`config.mk`:
```
export PLATFORM = sky130hd
export DESIGN_NAME = priority_collection_max_table_core
export DESIGN_NICKNAME = d
export VERILOG_FILES = /design/src/hw/rtl/pcmt_pkg.sv /design/src/hw/rtl/pcmt_ram.sv /design/src/hw/rtl/pcmt_scan.sv /design/src/hw/rtl/priority_collection_max_table.sv
export SDC_FILE = /design/constraint.sdc
export NUM_CORES = 2
export LEC_CHECK = 0
export ABC_AREA = 1
export BUFFER_PORTS_ARGS = -buffer_cell sky130_fd_sc_hd__buf_4
export CAP_MARGIN = 40
export CORE_ASPECT_RATIO = 0.9
export CORE_MARGIN = 2
export CORE_UTILIZATION = 40
export CTS_BUF_LIST = sky130_fd_sc_hd__clkbuf_4
export DETAILED_ROUTE_END_ITERATION = 10
export HOLD_SLACK_MARGIN = 0.03
export PLACE_DENSITY_LB_ADDON = 0.2
export RECOVER_POWER = 100
export REMOVE_ABC_BUFFERS = 1
export SETUP_SLACK_MARGIN = 0.5
export SYNTH_ARGS = -nofsm -noshare
export SYNTH_HDL_FRONTEND = slang
export SYNTH_SLANG_ARGS = --single-unit
```
`constraint.sdc`:
```
create_clock -name clk -period 6.7 [get_ports clk]
set_input_delay 0.67 -clock clk [delete_from_list [all_inputs] [get_ports clk]]
set_output_delay 0.67 -clock clk [all_outputs]
set_load 0.02 [all_outputs]
```
`src/hw/rtl/pcmt_pkg.sv`:
```
// shared constants, codes and beat types of the priority collection max table
package pcmt_pkg;

    localparam int ENTRIES        = 64;
    localparam int DATA_WIDTH     = 32;
    localparam int PRIORITY_WIDTH = 16;
    localparam int ID_W           = $clog2(ENTRIES);
    localparam int CNT_W          = ID_W + 1;
    localparam int MEM_W          = DATA_WIDTH + PRIORITY_WIDTH;

    localparam logic [2:0] OP_ADD     = 3'd0;
    localparam logic [2:0] OP_PROMOTE = 3'd1;
    localparam logic [2:0] OP_PEEK    = 3'd2;
    localparam logic [2:0] OP_POP     = 3'd3;
    localparam logic [2:0] OP_QUERY   = 3'd4;

    localparam logic [1:0] ST_OK    = 2'd0;
    localparam logic [1:0] ST_FULL  = 2'd1;
    localparam logic [1:0] ST_EMPTY = 2'd2;
    localparam logic [1:0] ST_BADID = 2'd3;

    typedef struct packed {
        logic [2:0]            operation;
        logic [ID_W-1:0]       entry_id;
        logic [DATA_WIDTH-1:0] payload;
    } in_item_t;

    typedef struct packed {
        logic [1:0]                status;
        logic [ID_W-1:0]           result_id;
        logic [DATA_WIDTH-1:0]     result_data;
        logic [PRIORITY_WIDTH-1:0] result_priority;
        logic                      is_live;
    } out_item_t;

    typedef struct packed {
        logic            clear;
        logic            sample;
        logic            live;
        logic [ID_W-1:0] id;
    } scan_ctl_t;

endpackage

```
`src/hw/rtl/pcmt_ram.sv`:
```
// generic single write port, single registered read port memory
module pcmt_ram #(
    parameter int DEPTH = 64,
    parameter int WIDTH = 48
) (
    input  logic                     clk,
    input  logic                     wr_en,
    input  logic [$clog2(DEPTH)-1:0] wr_addr,
    input  logic [WIDTH-1:0]         wr_data,
    input  logic                     rd_en,
    input  logic [$clog2(DEPTH)-1:0] rd_addr,
    output logic [WIDTH-1:0]         rd_data
);

    logic [WIDTH-1:0] mem [DEPTH];
    logic [WIDTH-1:0] rd_data_reg;

    always_ff @(posedge clk)
    begin
        if (wr_en)
        begin
            mem[wr_addr] <= wr_data;
        end
    end

    always_ff @(posedge clk)
    begin
        if (rd_en)
        begin
            rd_data_reg <= mem[rd_addr];
        end
    end

    assign rd_data = rd_data_reg;

endmodule

```
`src/hw/rtl/pcmt_scan.sv`:
```
// running max tracker: one priority comparator fed one table entry per cycle
module pcmt_scan
    import pcmt_pkg::*;
(
    input  logic                      clk,
    input  logic                      rst_n,
    input  scan_ctl_t                 ctl,
    input  logic [PRIORITY_WIDTH-1:0] prio,
    input  logic [DATA_WIDTH-1:0]     data,
    output logic                      found,
    output logic [ID_W-1:0]           best_id,
    output logic [PRIORITY_WIDTH-1:0] best_prio,
    output logic [DATA_WIDTH-1:0]     best_data
);

    logic                      found_reg;
    logic                      found_next;
    logic [ID_W-1:0]           best_id_reg;
    logic [PRIORITY_WIDTH-1:0] best_prio_reg;
    logic [DATA_WIDTH-1:0]     best_data_reg;
    logic                      take;

    // ties go to the later (larger) id
    assign take = ctl.sample && ctl.live && (!found_reg || prio >= best_prio_reg);

    always_comb
    begin
        found_next = found_reg;
        if (ctl.clear)
        begin
            found_next = 1'b0;
        end
        else if (take)
        begin
            found_next = 1'b1;
        end
    end

    always_ff @(posedge clk or negedge rst_n)
    begin
        if (!rst_n)
        begin
            found_reg <= 1'b0;
        end
        else
        begin
            found_reg <= found_next;
        end
    end

    always_ff @(posedge clk)
    begin
        if (!ctl.clear && take)
        begin
            best_id_reg   <= ctl.id;
            best_prio_reg <= prio;
            best_data_reg <= data;
        end
    end

    assign found     = found_reg;
    assign best_id   = best_id_reg;
    assign best_prio = best_prio_reg;
    assign best_data = best_data_reg;

    a_clear_empties: assert property (@(posedge clk) disable iff (!rst_n)
        ctl.clear |=> !found_reg)
        else $error("scan: clear did not drop found");

    a_first_live_taken: assert property (@(posedge clk) disable iff (!rst_n)
        ctl.sample && ctl.live && !ctl.clear && !found_reg
            |=> found_reg && best_id_reg == $past(ctl.id))
        else $error("scan: first live entry not captured");

    a_dead_ignored: assert property (@(posedge clk) disable iff (!rst_n)
        ctl.sample && !ctl.live && !ctl.clear |=> $stable(found_reg))
        else $error("scan: retired entry changed found");

endmodule

```
`src/hw/rtl/priority_collection_max_table.sv`:
```
// top level: sequencer, live marks, id counter and result register
// An add is handled without a table read, promote and query first read their entry, and
// peek-max and pop-max search every id handed out so far (or answer empty while no id
// has been handed out): the max search reads the table memory through its single read
// port one entry per cycle into one priority comparator. A new beat is taken only when
// the sequencer is idle; a finished result waits in the output register while the next
// beat is accepted. There are no configuration registers and no clearing pass after reset.
module priority_collection_max_table_core
    import pcmt_pkg::*;
(
    input  logic      clk,
    input  logic      rst_n,
    input  logic      in_valid,
    output logic      in_ready,
    input  in_item_t  in_item,
    output logic      out_valid,
    input  logic      out_ready,
    output out_item_t out_item
);

    localparam logic [2:0] S_IDLE  = 3'd0;
    localparam logic [2:0] S_EXEC  = 3'd1;
    localparam logic [2:0] S_WAIT  = 3'd2;
    localparam logic [2:0] S_SCAN  = 3'd3;
    localparam logic [2:0] S_DRAIN = 3'd4;
    localparam logic [2:0] S_PICK  = 3'd5;
    localparam logic [2:0] S_DONE  = 3'd6;

    localparam logic [CNT_W-1:0] FULL_COUNT = CNT_W'(ENTRIES);
    localparam logic [PRIORITY_WIDTH-1:0] PRIO_TOP = '1;

    logic [2:0]                state_reg, state_next;
    logic [CNT_W-1:0]          next_free_reg, next_free_next;
    logic [ENTRIES-1:0]        live_reg, live_next;
    logic                      out_valid_reg, out_valid_next;
    out_item_t                 out_item_reg;
    out_item_t                 res_reg, res_next;
    in_item_t                  cmd_reg;
    logic [ID_W-1:0]           scan_idx_reg, scan_idx_next;
    logic                      samp_valid_reg;
    logic [ID_W-1:0]           samp_idx_reg;

    logic                      accept;
    logic                      known;
    logic                      mem_wr_en;
    logic [ID_W-1:0]           mem_wr_addr;
    logic [MEM_W-1:0]          mem_wr_data;
    logic                      mem_rd_en;
    logic [ID_W-1:0]           mem_rd_addr;
    logic [MEM_W-1:0]          mem_rd_data;
    logic [DATA_WIDTH-1:0]     rd_data_word;
    logic [PRIORITY_WIDTH-1:0] rd_prio;
    logic [PRIORITY_WIDTH-1:0] promoted_prio;
    scan_ctl_t                 scan_ctl;
    logic                      scan_found;
    logic [ID_W-1:0]           scan_best_id;
    logic [PRIORITY_WIDTH-1:0] scan_best_prio;
    logic [DATA_WIDTH-1:0]     scan_best_data;

    pcmt_ram #(
        .DEPTH (ENTRIES),
        .WIDTH (MEM_W)
    ) u_table (
        .clk     (clk),
        .wr_en   (mem_wr_en),
        .wr_addr (mem_wr_addr),
        .wr_data (mem_wr_data),
        .rd_en   (mem_rd_en),
        .rd_addr (mem_rd_addr),
        .rd_data (mem_rd_data)
    );

    pcmt_scan u_scan (
        .clk       (clk),
        .rst_n     (rst_n),
        .ctl       (scan_ctl),
        .prio      (rd_prio),
        .data      (rd_data_word),
        .found     (scan_found),
        .best_id   (scan_best_id),
        .best_prio (scan_best_prio),
        .best_data (scan_best_data)
    );

    assign in_ready  = (state_reg == S_IDLE);
    assign accept    = in_valid && in_ready;
    assign out_valid = out_valid_reg;
    assign out_item  = out_item_reg;

    assign rd_data_word  = mem_rd_data[MEM_W-1 -: DATA_WIDTH];
    assign rd_prio       = mem_rd_data[PRIORITY_WIDTH-1:0];
    assign promoted_prio = (rd_prio == PRIO_TOP) ? rd_prio : rd_prio + 1'b1;
    assign known         = {1'b0, cmd_reg.entry_id} < next_free_reg;

    always_comb
    begin
        scan_ctl.clear  = (state_reg == S_EXEC);
        scan_ctl.sample = samp_valid_reg;
        scan_ctl.live   = live_reg[samp_idx_reg];
        scan_ctl.id     = samp_idx_reg;
    end

    always_comb
    begin
        state_next     = state_reg;
        next_free_next = next_free_reg;
        live_next      = live_reg;
        out_valid_next = out_valid_reg;
        res_next       = res_reg;
        scan_idx_next  = scan_idx_reg;
        mem_wr_en      = 1'b0;
        mem_wr_addr    = cmd_reg.entry_id;
        mem_wr_data    = {rd_data_word, promoted_prio};
        mem_rd_en      = 1'b0;
        mem_rd_addr    = cmd_reg.entry_id;

        if (out_valid_reg && out_ready)
        begin
            out_valid_next = 1'b0;
        end

        unique case (state_reg)
            S_IDLE:
            begin
                if (accept)
                begin
                    state_next = S_EXEC;
                end
            end
            S_EXEC:
            begin
                res_next   = '0;
                state_next = S_DONE;
                case (cmd_reg.operation) inside
                    OP_ADD:
                    begin
                        if (next_free_reg == FULL_COUNT)
                        begin
                            res_next.status = ST_FULL;
                        end
                        else
                        begin
                            mem_wr_en   = 1'b1;
                            mem_wr_addr = next_free_reg[ID_W-1:0];
                            mem_wr_data = {cmd_reg.payload, PRIORITY_WIDTH'(0)};
                            live_next[next_free_reg[ID_W-1:0]] = 1'b1;
                            next_free_next = next_free_reg + 1'b1;
                            res_next.status      = ST_OK;
                            res_next.result_id   = next_free_reg[ID_W-1:0];
                            res_next.result_data = cmd_reg.payload;
                            res_next.is_live     = 1'b1;
                        end
                    end
                    OP_PROMOTE:
                    begin
                        if (!known || !live_reg[cmd_reg.entry_id])
                        begin
                            res_next.status = ST_BADID;
                        end
                        else
                        begin
                            mem_rd_en  = 1'b1;
                            state_next = S_WAIT;
                        end
                    end
                    OP_QUERY:
                    begin
                        if (!known)
                        begin
                            res_next.status = ST_BADID;
                        end
                        else
                        begin
                            mem_rd_en  = 1'b1;
                            state_next = S_WAIT;
                        end
                    end
                    OP_PEEK, OP_POP:
                    begin
                        scan_idx_next = '0;
                        if (next_free_reg == '0)
                        begin
                            res_next.status = ST_EMPTY;
                        end
                        else
                        begin
                            state_next = S_SCAN;
                        end
                    end
                    default:
                    begin
                        res_next.status = ST_OK;
                    end
                endcase
            end
            S_WAIT:
            begin
                res_next.status      = ST_OK;
                res_next.result_id   = cmd_reg.entry_id;
                res_next.result_data = rd_data_word;
                if (cmd_reg.operation == OP_PROMOTE)
                begin
                    mem_wr_en                = 1'b1;
                    res_next.result_priority = promoted_prio;
                    res_next.is_live         = 1'b1;
                end
                else
                begin
                    res_next.is_live         = live_reg[cmd_reg.entry_id];
                    res_next.result_priority = live_reg[cmd_reg.entry_id] ?
                                               rd_prio : PRIORITY_WIDTH'(0);
                end
                state_next = S_DONE;
            end
            S_SCAN:
            begin
                mem_rd_en     = 1'b1;
                mem_rd_addr   = scan_idx_reg;
                scan_idx_next = scan_idx_reg + 1'b1;
                if ({1'b0, scan_idx_reg} == next_free_reg - 1'b1)
                begin
                    state_next = S_DRAIN;
                end
            end
            S_DRAIN:
            begin
                // last sample goes through the comparator this cycle
                state_next = S_PICK;
            end
            S_PICK:
            begin
                res_next = '0;
                if (!scan_found)
                begin
                    res_next.status = ST_EMPTY;
                end
                else
                begin
                    res_next.status          = ST_OK;
                    res_next.result_id       = scan_best_id;
                    res_next.result_data     = scan_best_data;
                    res_next.result_priority = scan_best_prio;
                    res_next.is_live         = (cmd_reg.operation == OP_PEEK);
                    if (cmd_reg.operation == OP_POP)
                    begin
                        live_next[scan_best_id] = 1'b0;
                    end
                end
                state_next = S_DONE;
            end
            S_DONE:
            begin
                if (!out_valid_reg || out_ready)
                begin
                    out_valid_next = 1'b1;
                    state_next     = S_IDLE;
                end
            end
            default:
            begin
                state_next = S_IDLE;
            end
        endcase
    end

    always_ff @(posedge clk or negedge rst_n)
    begin
        if (!rst_n)
        begin
            state_reg      <= S_IDLE;
            next_free_reg  <= '0;
            live_reg       <= '0;
            out_valid_reg  <= 1'b0;
            samp_valid_reg <= 1'b0;
        end
        else
        begin
            state_reg      <= state_next;
            next_free_reg  <= next_free_next;
            live_reg       <= live_next;
            out_valid_reg  <= out_valid_next;
            samp_valid_reg <= (state_reg == S_SCAN);
        end
    end

    always_ff @(posedge clk)
    begin
        if (accept)
        begin
            cmd_reg <= in_item;
        end
        if (state_reg == S_DONE && (!out_valid_reg || out_ready))
        begin
            out_item_reg <= res_reg;
        end
        res_reg      <= res_next;
        scan_idx_reg <= scan_idx_next;
        samp_idx_reg <= scan_idx_reg;
    end

endmodule
```
==> flow_summary.json <==
{
  "fin_skew_ns": 0.132,
  "ys_seq_elements": 3418,
  "finalSetupViolCount": 0,
  "die_y_um": 560,
  "cts-root-buf": "clkbuf_4",
  "p_int_w": 0.0318,
  "crit_family": "buffers and inverters",
  "tritoncts": "done",
  "post_cts_resized": 0,
  "ant_nets": 0,
  "rsz0062_at_grt": "no",
  "ios": 104,
  "synth-async-reset-ratio": 0.0225,
  "synth_cell_types": 44,
  "synth_top_area_cell": "edfxtp_1",
  "grt_pass1_wl_mm": 654,
  "cp_slowest_cell": "clkbuf_2",
  "clock_power_share": 0.423,
  "largest_reg_flops": 3072,
  "rows": 204,
  "dieArea_um2": 348000,
  "drc": 0,
  "viasPerCell": 5.72,
  "comb_power_share": 0.002,
  "coreArea_um2": 343000,
  "hold_path_class": "input port to flip-flop",
  "yosys_warnings": 0,
  "startpoint_type": "flip-flop",
  "nNetsFinal": 12000,
  "p_switching_w": 0.00828,
  "grt_pass1_vias": 93400,
  "hold_path_depth": 5,
  "seqPwrFrac": 0.576,
  "crit_top_cell": "nand2_1",
  "violations": "capacitance limit, slew limit",
  "status": "complete, but fails checks",
  "drv_cap": 27,
  "start_util": 0.401,
  "yosysSeqAreaShare": 0.744,
  "path_class": "flip-flop to flip-flop",
  "htree_num_levels": 6,
  "cts.sinks": 3418,
  "multi_input_area_um2": 31800,
  "fillers": 31300,
  "drt_iter0_drc": 12900,
  "peakVddDrop_mv": 0.149,
  "hold_violations": 0,
  "drive_gt1_frac": 0.134,
  "fmaxAchievable_ghz": 0.176,
  "crit_required_ns": 7.62,
  "postCtsSetupBuffers": 0,
  "hpwl_mm": 243,
  "path_max_fanout": 30,
  "yosysMostFrequentCell": "edfxtp_1",
  "clkTransAtPathRegs_ns": 0.08,
  "cts_buffer_depth": 4,
  "netlist_area_um2": 137000,
  "cts_made_buffers": 837,
  "antenna_found_initial": 26,
  "slew-limit-headroom": -1.23,
  "cpPeakStageDelay_ns": 1.16,
  "clkLatencyLatePin_ns": 1.45,
  "period_share": 0.850,
  "synthTopCellsByArea": "edfxtp_1 (73%), nand2_1 (7.5%), nand3_1 (4.7%)",
  "swShare": 0.206,
  "syn-instance-count": 11300,
  "dr_total_vias": 97400,
  "power_density_nw_per_um2": 258,
  "area_growth_pct": 13.3,
  "synth.avg_cell_area_um2": 12.2,
  "r2r_cells": 11,
  "fin_setup_tns_ns": 0,
  "regArea_um2": 102000,
  "ys.flop_type": "edfxtp_1",
  "p_leak_nw": 44.9,
  "total_power_w": 0.0401,
  "slew_violations": 1175,
  "arrival_ns": 6.62,
  "grtUsageTotal": 0.257,
  "yosysTopAreaCellShare": 0.729,
  "tightest_slew_ns": 3.34,
  "die_width_um": 622,
  "wl_per_cell_um": 27.0,
  "io_buffers": 103,
  "cp_num_cells": 11,
  "worst-path-buf-inv": 3,
  "path_cells": "inv_1 > ha_1 > nand3_2 > nor2_2 > a21oi_1 > nand2_1 > buf_4 > a21oi_2 > nand2_1 > nor2_1 > clkbuf_2",
  "wirelength_mm": 460,
  "gr-total-overflow": 0,
  "synth_edf_count": 3335,
  "gp_congestion": 0.881,
  "finalCriticalPeriod_ns": 5.70,
  "cp-end-kind": "flip-flop",
  "synth_common_cells": "edfxtp_1 (3335), nand2_1 (2758), nand3_1 (1298)",
  "drt_pass1_iterations": 6,
  "grt_start_max_net_pins": 185
}
==> metrics by stage <==
stage	hold WS [ns]	std cells	cell area [µm²]	utilization	setup slack (ns)
floorplan	0.374	10500	134000	-	-29.92
global placement	0.406	15500	145000	0.423	1.97
finish	0.174	17000	156000	0.454	1.00
detailed placement	0.405	15500	146000	0.425	1.88
CTS	0.0661	17000	157000	0.457	1.87
global route	0.117	17000	156000	0.454	0.833
==> final cells by class <==
cell class / count / share of cell area
antenna: 24 / 0.000386
clock buffer: 1211 / 0.0584
timing repair buffer: 529 / 0.0335
inverter: 124 / 0.00322
multi-input combinational: 7005 / 0.204
tap: 4532 / 0.0364
sequential: 3418 / 0.657
clock inverter: 194 / 0.00731
==> cells in the final DEF (no fill, tap or decap), types with 9 or more instances in the layout <==
cell           instances
o21ai_0             1120
dfrtp_1               77
clkbuf_4            1245
a21oi_1               19
inv_1                109
clkinv_1             145
a22oi_1               34
nand3_1             1299
dlygate4sd3_1         86
nand4_1               21
inv_2                 20
clkbuf_1             103
clkbuf_2              44
buf_12               111
buf_4                143
clkinv_2              15
o221ai_1              30
o21ai_1               16
nor2_1              1074
edfxtp_1            3335
xor2_1                16
o22ai_1              481
nor4_1                 9
diode_2               24
nand2_1             2760
nor3_1                21
nor2_4                37
bufinv_16             13
ha_1                  25
==> worst min-delay path, cell delays in order <==
cell and delay [ns]:
dlygate4sd3_1 0.52, buf_4 0.10, nor2_1 0.08, inv_1 0.08
nand2_1 0.05
==> timing repair <==
item                                    CTS  global route
hold buffers                             87             0
endpoints found under the setup margin    0             0
hold endpoints to repair                153             0
==> logic make-up after synthesis <==
group                      Yosys count  share of synthesized area
xor gates and xnor gates            20                    0.00128
buffers and inverters              848                     0.0268
adders and majority gates           25                    0.00228
AOI/OAI and AO/OA                 1723                     0.0691
DFF                               3418                      0.744
muxes                                9                   0.000729
and+or+nand+nor                   5228                      0.156
==> layer usage <==
metal,part of all wire,GRT usage,vias up
met3,0.10,0.0517,845
li1,-,-,42400
met1,0.42,0.365,48700
met5,0.00012,0,-
met4,0.033,0.0942,8
met2,0.45,0.392,5516
==> power by group through the flow <==
stage / registers (W) / clock network, W / logic [W]
final: 0.0231 / 0.0170 / 0.0000719
after global routing: 0.0231 / 0.0184 / 0.0000775
after CTS: 0.0231 / 0.0173 / 0.0000788
after detailed placement: 0.0236 / 0 / 0.0000376
after global placement: 0.0236 / 0 / 0.0000347
after floorplan: 0.0236 / 0 / 0.000000132
==> path summary, 6_finish.rpt <==
kind / startpoint / to / slack (ns)
hold / removal: out_ready / out_valid / 0.17
min in group asynchronous: rst_n / out_valid / 0.75
max in group asynchronous: rst_n / state_reg[0] / 2.27
setup / recovery: next_free_reg[0] / u_table.mem[55][23] / 1.00
setup reg to reg: next_free_reg[0] / u_table.mem[55][23] / 1.00
hold reg to reg: res_reg[32] / out_item[32] / 0.41
Power figures use the tool's default switching activity.
